===== config.mk =====
export PLATFORM = sky130hd
export DESIGN_NAME = serial_command_radio_packetizer_flat
export DESIGN_NICKNAME = d
export VERILOG_FILES = /design/src/scrp_pkg.sv /design/src/scrp_in_if.sv /design/src/scrp_out_if.sv /design/src/scrp_cfg_if.sv /design/src/scrp_front.sv /design/src/scrp_queue.sv /design/src/scrp_back.sv /design/src/serial_command_radio_packetizer.sv /design/src/flat_wrapper.sv
export SDC_FILE = /design/constraint.sdc
export NUM_CORES = 1
export LEC_CHECK = 0
export BUFFER_PORTS_ARGS = -buffer_cell sky130_fd_sc_hd__buf_2
export CORE_MARGIN = 1
export CORE_UTILIZATION = 55
export DETAILED_ROUTE_END_ITERATION = 6
export HOLD_SLACK_MARGIN = 0.02
export PLACE_DENSITY = 0.85
export SLEW_MARGIN = 40
export SYNTH_ARGS = -nofsm -noshare
export SYNTH_HDL_FRONTEND = slang
export SYNTH_SLANG_ARGS = --single-unit

===== constraint.sdc =====
create_clock -name clk -period 5.1 [get_ports clk]
set_clock_uncertainty 0.2 [all_clocks]
set_input_delay 0.765 -clock clk [delete_from_list [all_inputs] [get_ports clk]]
set_output_delay 0.765 -clock clk [all_outputs]
set_load 0.005 [all_outputs]

===== src/scrp_pkg.sv =====
// ----------------------------------------------------------------------------
// scrp_pkg
// Shared types and constants of the serial command radio packetizer.
// ----------------------------------------------------------------------------
package scrp_pkg;

  localparam int PAYLOAD_BYTES = 32;
  localparam int FILL_W        = $clog2(PAYLOAD_BYTES + 1);
  localparam int QUEUE_DEPTH   = 4;
  localparam int CFG_IDX_W     = 8;
  localparam int MAX_RESULTS   = 3;

  localparam logic OP_SERIAL = 1'b0;
  localparam logic OP_STATUS = 1'b1;

  localparam logic DEST_SERIAL = 1'b0;
  localparam logic DEST_RADIO  = 1'b1;

  localparam logic [CFG_IDX_W-1:0] REG_TRANSMIT_CODE = 8'd0;
  localparam logic [CFG_IDX_W-1:0] REG_ECHO_CODE     = 8'd1;

  localparam logic [7:0] REPLY_LEN = 8'd1;

  typedef enum logic [1:0] {
    PH_TYPE = 2'd0,
    PH_SIZE = 2'd1,
    PH_DATA = 2'd2
  } phase_t;

  // One group of results produced by a single input item, first byte in slot 0.
  typedef struct packed {
    logic [1:0]                   cnt;
    logic                         dest;
    logic                         pend_end;
    logic [MAX_RESULTS-1:0][7:0]  bytes;
  } scrp_job_t;

endpackage


===== src/scrp_in_if.sv =====
// ----------------------------------------------------------------------------
// scrp_in_if
// Input channel: serial bytes and radio status items.
// ----------------------------------------------------------------------------
interface scrp_in_if;
  logic       valid;
  logic       ready;
  logic       opcode;
  logic [7:0] data_byte;
  logic       radio_ok;

  modport source (output valid, output opcode, output data_byte, output radio_ok,
                  input ready);
  modport sink   (input valid, input opcode, input data_byte, input radio_ok,
                  output ready);
endinterface


===== src/scrp_out_if.sv =====
// ----------------------------------------------------------------------------
// scrp_out_if
// Result channel: bytes toward the serial port or the radio.
// ----------------------------------------------------------------------------
interface scrp_out_if;
  logic       valid;
  logic       ready;
  logic       destination;
  logic [7:0] out_byte;
  logic       packet_end;
  logic       last;

  modport source (output valid, output destination, output out_byte,
                  output packet_end, output last, input ready);
  modport sink   (input valid, input destination, input out_byte,
                  input packet_end, input last, output ready);
endinterface


===== src/scrp_cfg_if.sv =====
// ----------------------------------------------------------------------------
// scrp_cfg_if
// Configuration write channel: register index and write data.
// ----------------------------------------------------------------------------
interface scrp_cfg_if;
  logic       valid;
  logic       ready;
  logic [7:0] index;
  logic [7:0] data;

  modport source (output valid, output index, output data, input ready);
  modport sink   (input valid, input index, input data, output ready);
endinterface


===== src/scrp_front.sv =====
// ----------------------------------------------------------------------------
// scrp_front
// Accepts input items, tracks command framing and packet state, and turns
// each item into a group of up to three result bytes.
// ----------------------------------------------------------------------------
module scrp_front
  import scrp_pkg::*;
(
  input  logic             clk,
  input  logic             rst_n,
  scrp_in_if.sink          in_ch,
  scrp_cfg_if.sink         cfg_ch,
  input  logic             q_full,
  output logic             push,
  output scrp_job_t        push_job
);

  phase_t            phase_r, phase_nxt;
  logic [7:0]        cmd_r, cmd_nxt;
  logic [7:0]        len_r, len_nxt;
  logic [7:0]        seen_r, seen_nxt;
  logic [7:0]        pnum_r, pnum_nxt;
  logic [FILL_W-1:0] fill_r, fill_nxt;
  logic              link_r, link_nxt;
  logic              await_r, await_nxt;
  logic              fpend_r, fpend_nxt;
  logic [7:0]        tx_code_r;
  logic [7:0]        echo_code_r;

  logic              acc;
  logic              is_tx;
  logic [7:0]        seen_inc;
  logic              last_b;
  logic [FILL_W-1:0] fill_base;
  logic [FILL_W-1:0] fill_inc;
  logic              close;
  scrp_job_t         job;

  assign in_ch.ready  = !q_full;
  assign cfg_ch.ready = 1'b1;
  assign acc          = in_ch.valid && !q_full;

  always_ff @(posedge clk) begin
    if (!rst_n) begin
      tx_code_r   <= 8'd0;
      echo_code_r <= 8'd1;
    end else if (cfg_ch.valid) begin
      case (cfg_ch.index)
        REG_TRANSMIT_CODE: tx_code_r   <= cfg_ch.data;
        REG_ECHO_CODE:     echo_code_r <= cfg_ch.data;
        default: ;
      endcase
    end
  end

  always_comb begin
    phase_nxt = phase_r;
    cmd_nxt   = cmd_r;
    len_nxt   = len_r;
    seen_nxt  = seen_r;
    pnum_nxt  = pnum_r;
    fill_nxt  = fill_r;
    link_nxt  = link_r;
    await_nxt = await_r;
    fpend_nxt = fpend_r;
    job       = '0;
    is_tx     = (cmd_r == tx_code_r);
    seen_inc  = seen_r + 8'd1;
    last_b    = (seen_inc == len_r);
    fill_base = fill_r;
    fill_inc  = fill_r + 1'b1;
    close     = 1'b0;
    if (acc) begin
      if (in_ch.opcode == OP_STATUS) begin
        if (await_r) begin
          await_nxt = 1'b0;
          link_nxt  = in_ch.radio_ok;
          if (fpend_r) begin
            fpend_nxt    = 1'b0;
            job.cnt      = 2'd3;
            job.dest     = DEST_SERIAL;
            job.bytes[0] = cmd_r;
            job.bytes[1] = REPLY_LEN;
            job.bytes[2] = {7'd0, in_ch.radio_ok};
          end
        end
      end else if (!await_r) begin
        unique case (phase_r)
          PH_DATA: begin
            seen_nxt = seen_inc;
            if (is_tx) begin
              if (link_r) begin
                job.dest = DEST_RADIO;
                if (fill_r == '0) begin
                  pnum_nxt     = pnum_r + 8'd1;
                  job.bytes[0] = pnum_r;
                  if (pnum_r == 8'd0) begin
                    job.cnt      = 2'd3;
                    job.bytes[1] = len_r;
                    job.bytes[2] = in_ch.data_byte;
                    fill_base    = FILL_W'(2);
                  end else begin
                    job.cnt      = 2'd2;
                    job.bytes[1] = in_ch.data_byte;
                    fill_base    = FILL_W'(1);
                  end
                end else begin
                  job.cnt      = 2'd1;
                  job.bytes[0] = in_ch.data_byte;
                end
                fill_inc = fill_base + 1'b1;
                if (len_r <= 8'(PAYLOAD_BYTES - 2)) begin
                  close = last_b;
                end else begin
                  close = (fill_inc == FILL_W'(PAYLOAD_BYTES)) || last_b;
                end
                job.pend_end = close;
                if (close) begin
                  fill_nxt  = '0;
                  await_nxt = 1'b1;
                end else begin
                  fill_nxt = fill_inc;
                end
              end
            end else if (cmd_r == echo_code_r) begin
              job.dest = DEST_SERIAL;
              if (seen_r == 8'd0) begin
                job.cnt      = 2'd3;
                job.bytes[0] = cmd_r;
                job.bytes[1] = len_r;
                job.bytes[2] = in_ch.data_byte;
              end else begin
                job.cnt      = 2'd1;
                job.bytes[0] = in_ch.data_byte;
              end
            end
            if (last_b) begin
              phase_nxt = PH_TYPE;
              if (is_tx) begin
                if (close) begin
                  fpend_nxt = 1'b1;
                end else begin
                  job.cnt      = 2'd3;
                  job.dest     = DEST_SERIAL;
                  job.pend_end = 1'b0;
                  job.bytes[0] = cmd_r;
                  job.bytes[1] = REPLY_LEN;
                  job.bytes[2] = {7'd0, link_r};
                end
              end
            end
          end
          PH_SIZE: begin
            len_nxt   = in_ch.data_byte;
            phase_nxt = (in_ch.data_byte == 8'd0) ? PH_TYPE : PH_DATA;
            seen_nxt  = 8'd0;
            pnum_nxt  = 8'd0;
            fill_nxt  = '0;
            link_nxt  = 1'b1;
          end
          default: begin
            cmd_nxt   = in_ch.data_byte;
            phase_nxt = PH_SIZE;
          end
        endcase
      end
    end
  end

  always_ff @(posedge clk) begin
    if (!rst_n) begin
      phase_r <= PH_TYPE;
      cmd_r   <= 8'd0;
      len_r   <= 8'd0;
      seen_r  <= 8'd0;
      pnum_r  <= 8'd0;
      fill_r  <= '0;
      link_r  <= 1'b1;
      await_r <= 1'b0;
      fpend_r <= 1'b0;
    end else begin
      phase_r <= phase_nxt;
      cmd_r   <= cmd_nxt;
      len_r   <= len_nxt;
      seen_r  <= seen_nxt;
      pnum_r  <= pnum_nxt;
      fill_r  <= fill_nxt;
      link_r  <= link_nxt;
      await_r <= await_nxt;
      fpend_r <= fpend_nxt;
    end
  end

  assign push     = acc && (job.cnt != 2'd0);
  assign push_job = job;

  a_pend_needs_await: assert property (@(posedge clk) disable iff (!rst_n)
    fpend_r |-> await_r) else $error("reply pending without status wait");

  a_fill_bound: assert property (@(posedge clk) disable iff (!rst_n)
    fill_r < FILL_W'(PAYLOAD_BYTES)) else $error("packet fill out of range");

  a_no_radio_when_waiting: assert property (@(posedge clk) disable iff (!rst_n)
    (push && push_job.dest == DEST_RADIO) |-> (!await_r && link_r))
    else $error("radio byte while link down or waiting");

endmodule


===== src/scrp_queue.sv =====
// ----------------------------------------------------------------------------
// scrp_queue
// Short queue of result groups between the front and back parts.
// ----------------------------------------------------------------------------
module scrp_queue
  import scrp_pkg::*;
(
  input  logic      clk,
  input  logic      rst_n,
  input  logic      push,
  input  scrp_job_t push_job,
  input  logic      pop,
  output scrp_job_t pop_job,
  output logic      full,
  output logic      empty
);

  localparam int PTR_W = $clog2(QUEUE_DEPTH);
  localparam int CNT_W = $clog2(QUEUE_DEPTH + 1);

  scrp_job_t        mem_r [QUEUE_DEPTH];
  logic [PTR_W-1:0] wr_ptr_r, rd_ptr_r;
  logic [CNT_W-1:0] count_r;

  assign full    = (count_r == CNT_W'(QUEUE_DEPTH));
  assign empty   = (count_r == '0);
  assign pop_job = mem_r[rd_ptr_r];

  always_ff @(posedge clk) begin
    if (push) begin
      mem_r[wr_ptr_r] <= push_job;
    end
  end

  always_ff @(posedge clk) begin
    if (!rst_n) begin
      wr_ptr_r <= '0;
      rd_ptr_r <= '0;
      count_r  <= '0;
    end else begin
      if (push) begin
        wr_ptr_r <= (wr_ptr_r == PTR_W'(QUEUE_DEPTH - 1)) ? '0 : wr_ptr_r + 1'b1;
      end
      if (pop) begin
        rd_ptr_r <= (rd_ptr_r == PTR_W'(QUEUE_DEPTH - 1)) ? '0 : rd_ptr_r + 1'b1;
      end
      if (push && !pop) begin
        count_r <= count_r + 1'b1;
      end else if (pop && !push) begin
        count_r <= count_r - 1'b1;
      end
    end
  end

  a_no_overflow: assert property (@(posedge clk) disable iff (!rst_n)
    push |-> (!full || pop)) else $error("push into full queue");

  a_no_underflow: assert property (@(posedge clk) disable iff (!rst_n)
    pop |-> !empty) else $error("pop from empty queue");

  a_count_bound: assert property (@(posedge clk) disable iff (!rst_n)
    count_r <= CNT_W'(QUEUE_DEPTH)) else $error("queue count out of range");

endmodule


===== src/scrp_back.sv =====
// ----------------------------------------------------------------------------
// scrp_back
// Takes result groups from the queue and sends them one byte per cycle while out_ch is ready.
// ----------------------------------------------------------------------------
module scrp_back
  import scrp_pkg::*;
(
  input  logic      clk,
  input  logic      rst_n,
  input  logic      q_empty,
  input  scrp_job_t q_job,
  output logic      pop,
  scrp_out_if.source out_ch
);

  scrp_job_t  job_r;
  logic [1:0] idx_r;
  logic       busy_r;
  logic       at_last;
  logic       done;

  assign at_last = (idx_r == (job_r.cnt - 2'd1));
  assign done    = busy_r && out_ch.ready && at_last;
  assign pop     = (!busy_r || done) && !q_empty;

  assign out_ch.valid       = busy_r;
  assign out_ch.destination = job_r.dest;
  assign out_ch.out_byte    = job_r.bytes[idx_r];
  assign out_ch.last        = at_last;
  assign out_ch.packet_end  = at_last && job_r.pend_end;

  always_ff @(posedge clk) begin
    if (pop) begin
      job_r <= q_job;
    end
  end

  always_ff @(posedge clk) begin
    if (!rst_n) begin
      busy_r <= 1'b0;
      idx_r  <= 2'd0;
    end else if (pop) begin
      busy_r <= 1'b1;
      idx_r  <= 2'd0;
    end else if (done) begin
      busy_r <= 1'b0;
    end else if (busy_r && out_ch.ready) begin
      idx_r <= idx_r + 2'd1;
    end
  end

  a_idx_bound: assert property (@(posedge clk) disable iff (!rst_n)
    busy_r |-> (idx_r < job_r.cnt)) else $error("result index past group");

  a_load_nonempty: assert property (@(posedge clk) disable iff (!rst_n)
    pop |-> (q_job.cnt != 2'd0)) else $error("empty group in queue");

  a_end_on_radio: assert property (@(posedge clk) disable iff (!rst_n)
    (busy_r && out_ch.packet_end) |-> (job_r.dest == DEST_RADIO))
    else $error("packet end on serial byte");

endmodule


===== src/serial_command_radio_packetizer.sv =====
// ----------------------------------------------------------------------------
// serial_command_radio_packetizer
// Splits framed serial commands into radio packets, echoes, and replies.
//
//   channel | dir | handshake   | payload
//   in_ch   | in  | valid/ready | opcode, data_byte, radio_ok
//   out_ch  | out | valid/ready | destination, out_byte, packet_end, last
//   cfg_ch  | in  | valid/ready | index, data (0 transmit_code, 1 echo_code)
//
// An input item is taken whenever the four-entry group queue has room;
// each item yields 0 to 3 result bytes, which the back end sends on out_ch
// one byte per cycle while out_ch is ready.
// Reset is synchronous; cfg_ch is always ready.
// Stalls on out_ch back up into the queue before in_ch ready drops.
// ----------------------------------------------------------------------------
module serial_command_radio_packetizer
  import scrp_pkg::*;
(
  input  logic       clk,
  input  logic       rst_n,
  scrp_in_if.sink    in_ch,
  scrp_cfg_if.sink   cfg_ch,
  scrp_out_if.source out_ch
);

  logic      push;
  scrp_job_t push_job;
  logic      pop;
  scrp_job_t pop_job;
  logic      q_full;
  logic      q_empty;

  scrp_front u_front (
    .clk      (clk),
    .rst_n    (rst_n),
    .in_ch    (in_ch),
    .cfg_ch   (cfg_ch),
    .q_full   (q_full),
    .push     (push),
    .push_job (push_job)
  );

  scrp_queue u_queue (
    .clk      (clk),
    .rst_n    (rst_n),
    .push     (push),
    .push_job (push_job),
    .pop      (pop),
    .pop_job  (pop_job),
    .full     (q_full),
    .empty    (q_empty)
  );

  scrp_back u_back (
    .clk     (clk),
    .rst_n   (rst_n),
    .q_empty (q_empty),
    .q_job   (pop_job),
    .pop     (pop),
    .out_ch  (out_ch)
  );

endmodule


===== src/flat_wrapper.sv =====
// flat-port wrapper written by rule: the top's interface ports become plain ports
module serial_command_radio_packetizer_flat import scrp_pkg::*;
  (clk, rst_n, in_ch_valid, in_ch_opcode, in_ch_data_byte, in_ch_radio_ok, in_ch_ready, cfg_ch_valid, cfg_ch_index, cfg_ch_data, cfg_ch_ready, out_ch_valid, out_ch_destination, out_ch_out_byte, out_ch_packet_end, out_ch_last, out_ch_ready);
  scrp_in_if in_ch_i ();
  scrp_cfg_if cfg_ch_i ();
  scrp_out_if out_ch_i ();
  input  logic clk;
  input  logic rst_n;
  input wire logic [$bits(in_ch_i.valid)-1:0] in_ch_valid;
  input wire logic [$bits(in_ch_i.opcode)-1:0] in_ch_opcode;
  input wire logic [$bits(in_ch_i.data_byte)-1:0] in_ch_data_byte;
  input wire logic [$bits(in_ch_i.radio_ok)-1:0] in_ch_radio_ok;
  output wire logic [$bits(in_ch_i.ready)-1:0] in_ch_ready;
  input wire logic [$bits(cfg_ch_i.valid)-1:0] cfg_ch_valid;
  input wire logic [$bits(cfg_ch_i.index)-1:0] cfg_ch_index;
  input wire logic [$bits(cfg_ch_i.data)-1:0] cfg_ch_data;
  output wire logic [$bits(cfg_ch_i.ready)-1:0] cfg_ch_ready;
  output wire logic [$bits(out_ch_i.valid)-1:0] out_ch_valid;
  output wire logic [$bits(out_ch_i.destination)-1:0] out_ch_destination;
  output wire logic [$bits(out_ch_i.out_byte)-1:0] out_ch_out_byte;
  output wire logic [$bits(out_ch_i.packet_end)-1:0] out_ch_packet_end;
  output wire logic [$bits(out_ch_i.last)-1:0] out_ch_last;
  input wire logic [$bits(out_ch_i.ready)-1:0] out_ch_ready;
  assign in_ch_i.valid = in_ch_valid;
  assign in_ch_i.opcode = in_ch_opcode;
  assign in_ch_i.data_byte = in_ch_data_byte;
  assign in_ch_i.radio_ok = in_ch_radio_ok;
  assign in_ch_ready = in_ch_i.ready;
  assign cfg_ch_i.valid = cfg_ch_valid;
  assign cfg_ch_i.index = cfg_ch_index;
  assign cfg_ch_i.data = cfg_ch_data;
  assign cfg_ch_ready = cfg_ch_i.ready;
  assign out_ch_valid = out_ch_i.valid;
  assign out_ch_destination = out_ch_i.destination;
  assign out_ch_out_byte = out_ch_i.out_byte;
  assign out_ch_packet_end = out_ch_i.packet_end;
  assign out_ch_last = out_ch_i.last;
  assign out_ch_i.ready = out_ch_ready;
  serial_command_radio_packetizer u_core (.clk(clk), .rst_n(rst_n), .in_ch(in_ch_i), .cfg_ch(cfg_ch_i), .out_ch(out_ch_i));
endmodule

* Word-level counts from Yosys, hierarchy flattened
Memories as Yosys holds them, arrays and structs flattened. A register that Yosys moved wholly into a read port is not among the register bits.
Cells that the tools add are included.
** Storage, ports and cells
- Flip-flop bits (word level) :: 69
- RAM bits :: 112
- Input bits :: 31
- Output and inout bits :: 14
- Logic and storage cells :: 181
- Memories :: 1
** Cells by class
- Add/subtract/negate cells :: 9
- Magnitude comparators :: 2
- Eq/ne operators :: 17
- Muxes and demuxes :: 88
- Bitwise logic cells :: 5
- Reduce and logical (&&, ||, !) cells :: 43
** Memories
- u_core.u_queue.mem_r :: depth 4, bits a word 28, rd ports 1, clocked after Yosys merged registers in 1, write ports 1, line scrp_queue.sv:21 : scrp_job_t mem_r [QUEUE_DEPTH];
** Operator list (number)
- 28-bit 2-to-1 mux :: 7
- 24-bit 2-to-1 mux :: 3
- 8-bit 2-to-1 mux :: 8
- 6-bit 2-to-1 mux :: 10
- 1-bit 2-to-1 mux :: 37
- 17-bit 2-to-1 mux :: 2
- 8-bit logical NOT :: 4
- 16-bit 2-to-1 mux :: 2
- 8-bit one-hot mux with 2 select lines :: 2
- 8-bit == test :: 3
- 3-bit 2-to-1 mux :: 7
- 4-bit AND reduction :: 5
- 2-bit nonzero test :: 9
- 8-bit by 1-bit adder with 8-bit output, second input constant :: 2
- 8-bit binary-select mux with 2-bit select :: 1
- 2-bit 2-to-1 mux :: 7
- 7-bit AND reduction :: 2
- 6-bit one-hot mux with 2 select lines :: 1
- 2-bit inequality test, second input constant :: 5
- 8-bit by 1-bit == test with 1-bit output, second input constant :: 1
- 8-bit by 5-bit <= comparator with 1-bit output, second input constant :: 1
- 1-bit logical AND :: 8
- 2-bit by 1-bit adder with 2-bit output, second input constant :: 3
- 6-bit by 1-bit adder with 6-bit output, second input constant :: 1
- other kinds (19) :: 33

* Longest topological paths before layout
- Word-level depth :: 38
- Depth in mapped cells :: 15
- Mapped depth without buffers :: 13

* Hierarchy
From an unflattened synthesis, not the netlist that was laid out.
** Unflattened totals
- Cell total of the unflattened synthesis :: 758
- Area total of the unflattened synthesis :: 9714.3 um^2
** Modules (own cells, without submodules)
- scrp_queue :: times used 1, cells an instance 190, area each 4548.1 um^2, sequential area each 3543.4 um^2
- scrp_front :: times used 1, cells an instance 486, area each 3910.0 um^2, sequential area each 1181.1 um^2
- scrp_back :: times used 1, cells an instance 82, area each 1256.2 um^2, sequential area each 900.9 um^2

* Worst setup path after synthesis
OpenSTA, ideal clock, no wires.
- Path type :: reg-to-reg
- Start point :: reg, netlist name u_core.u_back.job_r[27]
- End point :: reg u_core.u_queue.count_r[2]
- Library setup time :: 0.076 ns
- Data arrival time :: 3.514 ns
- Data required time :: 4.824 ns
- Path slack :: 1.310 ns
- Stages on the path, launching flop included :: 12
- Buffers on the path :: 0
- Clock period less this slack :: 3.790 ns
- Path through :: edfxtp_1 xnor2_1 mux2i_1 a21boi_0 nor2_1 inv_1 ha_1 inv_1 fa_1 xor2_1 or3_1 a21boi_0
** Between the ends
- Cells in the longest elaborated chain, start to end :: 8
- Elaborated cells between the ends (all ways) :: 10
- Classes of those cells :: 1 x add/sub; 1 x eq/ne; 1 x mux; 7 x reduce/logical
** Ends and longest elaborated chain
- 2-bit by 1-bit subtractor with 2-bit output * :: line scrp_back.sv:22 : assign at_last = (idx_r == (job_r.cnt - 2'd1));
- 2-bit == test * :: line scrp_back.sv:22
- net out_ch_last :: line flat_wrapper.sv:22 : output wire logic [$bits(out_ch_i.last)-1:0] out_ch_last;
- 1-bit logical AND * :: line scrp_back.sv:23 : assign done = busy_r && out_ch.ready && at_last;
- 1-bit logical OR * :: line scrp_back.sv:24 : assign pop = (!busy_r || done) && !q_empty;
- 1-bit logical AND * :: line scrp_back.sv:24
- net u_core.pop :: line serial_command_radio_packetizer.sv:28 : logic pop;
- 1-bit logical NOT :: line scrp_queue.sv:47 : if (push && !pop) begin
- 1-bit logical AND :: line scrp_queue.sv:47
- 3-bit 2-to-1 mux or 2-bit nonzero test (tied branches)
- end signal, assigned :: line scrp_queue.sv:48 : count_r <= count_r + 1'b1;
- end signal, assigned :: line scrp_queue.sv:50 : count_r <= count_r - 1'b1;
- end, declared :: line scrp_queue.sv:23 : logic [CNT_W-1:0] count_r;
The timed path passes the listed nets; every way through them passes the cells marked *.
A chain may end at the register's enable or synchronous reset.

* Worst setup path after layout
- Start point :: reg u_core.u_front.seen_r[0]
- End point :: reg u_core.u_queue.count_r[2]
** Between the ends
- Cells in the longest elaborated chain, start to end :: 28
- Elaborated cells between the ends (all ways) :: 34
- Classes of those cells :: 1 x add/sub; 1 x eq/ne; 24 x mux; 8 x reduce/logical
** Ends and longest elaborated chain
- start, declared :: line scrp_front.sv:21 : logic [7:0] seen_r, seen_nxt;
- start signal, assigned :: line scrp_front.sv:185 : seen_r <= seen_nxt;
- 8-bit by 1-bit adder with 8-bit output :: line scrp_front.sv:68 : seen_inc = seen_r + 8'd1;
- 8-bit == test :: line scrp_front.sv:69 : last_b = (seen_inc == len_r);
- 1-bit logical OR :: line scrp_front.sv:115 : close = (fill_inc == FILL_W'(PAYLOAD_BYTES)) || last_b;
- 1-bit 2-to-1 mux :: line scrp_front.sv:112 : if (len_r <= 8'(PAYLOAD_BYTES - 2)) begin
- 1-bit 2-to-1 mux :: line scrp_front.sv:92 : if (link_r) begin
- 1-bit 2-to-1 mux :: line scrp_front.sv:91 : if (is_tx) begin
- 1-bit 2-to-1 mux :: line scrp_front.sv:88 : unique case (phase_r)
- 1-bit 2-to-1 mux :: line scrp_front.sv:87 : end else if (!await_r) begin
- [12 not listed]
- 28-bit 2-to-1 mux * :: line scrp_front.sv:87
- 3-bit 2-to-1 mux * :: line scrp_front.sv:74 : if (in_ch.opcode == OP_STATUS) begin
- 28-bit 2-to-1 mux * :: line scrp_front.sv:73 : if (acc) begin
- 2-bit nonzero test * :: line scrp_front.sv:194 : assign push = acc && (job.cnt != 2'd0);
- 1-bit logical AND * :: line scrp_front.sv:194
- 1-bit logical NOT :: line scrp_queue.sv:49 : end else if (pop && !push) begin
- 1-bit logical AND :: line scrp_queue.sv:49
- 2-bit nonzero test (no source line)
Mark *: on every way between the ends. The rest lies on a longest branch, timed or not. The select of a mux whose other input is x is not followed.

==> impl_metrics.json <==
{
  "area_delta_synth_final_pct": 11.6,
  "cts_sinks": 209,
  "tns_ns": 0,
  "cts_buffers": 21,
  "ys.flop_type": "edfxtp_1",
  "reg2reg_from": "u_core.u_front.seen_r[0]",
  "synth.largest_area_cell": "edfxtp_1",
  "hold_buffers": 0,
  "grt_util_met1_pct": 29.6,
  "p_seq_share_pct": 48.2,
  "synthArstFlopShare_pct": 0,
  "instances_no_fill": 1007,
  "finalHoldViolCount": 0,
  "synth_seq_cells": 209,
  "die_x_um": 134,
  "yosysTopAreaCellShare_pct": 44.0,
  "vdd_drop_max_uv": 308,
  "drtIter0Drc": 381,
  "utilization_pct": 63.7,
  "cts_root_buffer": "clkbuf_16",
  "whs_endpoint": "u_core.u_front.phase_r[0]",
  "start_kind": "register",
  "crit_path_start": "u_core.u_front.seen_r[0]",
  "core_sq_mm": 0.0168,
  "clock_latency_ns": 0.50,
  "wl_per_cell_um": 19.6,
  "drc": 0,
  "syn_nets": 779,
  "antenna_found_initial": 0,
  "overflow": 0,
  "h-tree-depth": 1,
  "hpwl_um": 13000,
  "avgSynthCellArea_sq_um": 13.0,
  "power_density_mw_per_mm2": 420,
  "drv_slew": 0,
  "seq_area_sq_mm": 0.00559,
  "grtUsageMet3_pct": 3.67,
  "clk_path_buf_depth": 3,
  "drive_gt1_share_pct": 17.3,
  "synthCells": 733,
  "fin_nets": 818,
  "status": "finished, final reports clean",
  "drv_cap": 0,
  "die-area_sq_mm": 0.0179,
  "ys_seq_area_share_pct": 58.4,
  "synthTopCellsByArea": "edfxtp_1 44%, dfxtp_1 14%, mux4_2 6.6%",
  "fmax_mhz": 248,
  "via_per_inst": 6.01,
  "p_switching_mw": 1.20,
  "setup_viol": 0,
  "combPwrFrac_pct": 18.0,
  "period_share_pct": 78.9,
  "grt_max_degree": 68,
  "start_util_pct": 57.1,
  "netSwitchingFraction_pct": 26.7,
  "final_cell_area_sq_mm": 0.0107,
  "first_pass_iters": 5,
  "worst_slew_pin_slew_ns": 0.805,
  "rrSetupSlack_ns": 1.08,
  "synth_commonest_cells": "140 x edfxtp_1, 69 x dfxtp_1, 64 x nand2_1",
  "synth.yosys.warnings": 0,
  "grt_pass1_wl_um": 31100,
  "arrival_ns": 4.24,
  "reg2reg_to": "u_core.u_queue.count_r[2]",
  "wirelength_um": 19700,
  "fill_cells": 1269,
  "cts_tree": "yes",
  "ant_nets": 0,
  "post_cts_buffers": 0,
  "multiInputGateArea_sq_mm": 0.00376,
  "slew_headroom_pct": 45.7,
  "crit_type": "register to register",
  "place_area_sq_mm": 0.00999,
  "grt_setup_unrepaired": "false",
  "p_int_mw": 3.29,
  "cp.required_ns": 5.31,
  "rows": 47,
  "power.leakage_nw": 3.78,
  "r2r_cells": 12,
  "grt_pass1_vias": 5814,
  "netlist_area_sq_mm": 0.00956,
  "num_io_pins": 45,
  "clk_pin_slew_ns": 0.06,
  "crit_fanout": 10,
  "synth_cell_type_count": 65,
  "min_path_cells": 2,
  "grt_use_met2_pct": 38.5,
  "hold_start": "u_core.u_front.phase_r[0]",
  "fp.dieH_um": 134,
  "min_period_ns": 4.02,
  "n_antenna_cell": 0,
  "vias": 6050,
  "synth_edf_count": 140,
  "end_kind": "register",
  "port_buffers": 43,
  "place.gp.congestion": 0.907,
  "busiest_layer": "met2",
  "hp-class": "register to register",
  "yosysMostFrequentCell": "edfxtp_1",
  "cts_resized": 0,
  "clkPwrFrac_pct": 33.8,
  "grt.total_usage_pct": 22.4,
  "dp_cells": 969
}
==> worst max path at each step <==
stage	slack, ns	endpoint
after floorplan	1.31	u_core.u_queue.count_r[2]
after global placement	1.23	u_core.u_queue.count_r[2]
after detailed placement	1.18	u_core.u_queue.count_r[2]
after CTS	1.11	u_core.u_queue.count_r[2]
after global routing	0.80	u_core.u_queue.count_r[2]
final	1.08	u_core.u_queue.count_r[2]
==> state kept, by name, summed over array words and instances, names as in the netlist, 3 cells and up <==
signal	count
u_core.u_back.job_r	27
u_core.u_front.pnum_r	8
u_core.u_front.seen_r	8
u_core.u_queue.count_r	3
u_core.u_front.cmd_r	8
u_core.u_queue.mem_r	112
u_core.u_front.len_r	8
u_core.u_front.echo_code_r	8
u_core.u_front.tx_code_r	8
u_core.u_front.fill_r	6
==> critical path, cell delays in order, from the launching register on <==
cell      delay [ns]
dfxtp_1         0.49
ha_1            0.33
nand2b_1        0.11
o211a_1         0.21
o32a_1          0.33
nor4_4          0.51
o221a_1         0.44
ha_1            0.24
inv_1           0.06
fa_1            0.37
xor2_1          0.17
or3_1           0.30
a21boi_0        0.18
==> kinds of logic after synthesis <==
group                      after synthesis  share of synthesized area (%)
and+or+nand+nor                        223                           12.9
AOI/OAI and AO/OA                      109                           8.41
other                                    1                         0.0392
adders and majority gates               15                           2.04
muxes                                   84                           12.6
DFF                                    209                           58.4
xor gates and xnor gates                36                           3.30
buffers and inverters                   56                           2.34
==> placed cells by master (no fill, tap or decap), types with 9 or more instances in the layout <==
master     instances
edfxtp_1         140
dfxtp_1           68
nand2_1           64
mux2i_1           48
buf_2             42
nor2b_1           34
nor2_1            30
mux4_2            28
xnor2_1           23
o21ai_0           23
clkbuf_16         22
inv_1             19
nand3_1           16
ha_1              14
xor2_1            13
and2_1            13
a21oi_1           12
and3_1            11
buf_4             11
o2bb2ai_1         10
a22oi_1            9
==> metal layers <==
metal / share of wire [%] / routed length [um] / up-vias
li1: - / - / 2836
met4: 1.5 / 291 / 0
met2: 49 / 9720 / 224
met5: 0 / 0 / -
met1: 43 / 8460 / 2963
met3: 6.4 / 1270 / 27
==> power groups by stage <==
stage	logic, mW	registers (mW)	clock network (mW)
3_5_place_dp	0.805	2.20	0
5_1_grt	0.878	2.19	1.61
4_1_cts	0.814	2.17	1.54
2_1_floorplan	0.639	2.12	0
3_3_place_gp	0.784	2.20	0
6_report	0.806	2.16	1.52
==> area by class of cell <==
| type | count | area share, % |
|---|---|---|
| Timing Repair Buffer | 53 | 2.74 |
| Inverter | 19 | 0.668 |
| Clock buffer | 29 | 5.69 |
| Tap cell | 220 | 2.58 |
| Clock inverter | 9 | 0.750 |
| Sequential cell | 209 | 52.4 |
| Multi-Input combinational cell | 468 | 35.2 |
==> stage by stage <==
step	setup WS, ns	power [mW]	hold WS [ns]
after CTS	1.11	4.53	0.285
after global placement	1.23	2.98	0.264
after global routing	0.797	4.68	0.295
after floorplan	1.31	2.75	0.251
final	1.08	4.49	0.286
after detailed placement	1.18	3.01	0.273
Note: power is estimated with default switching activity, not from simulation.
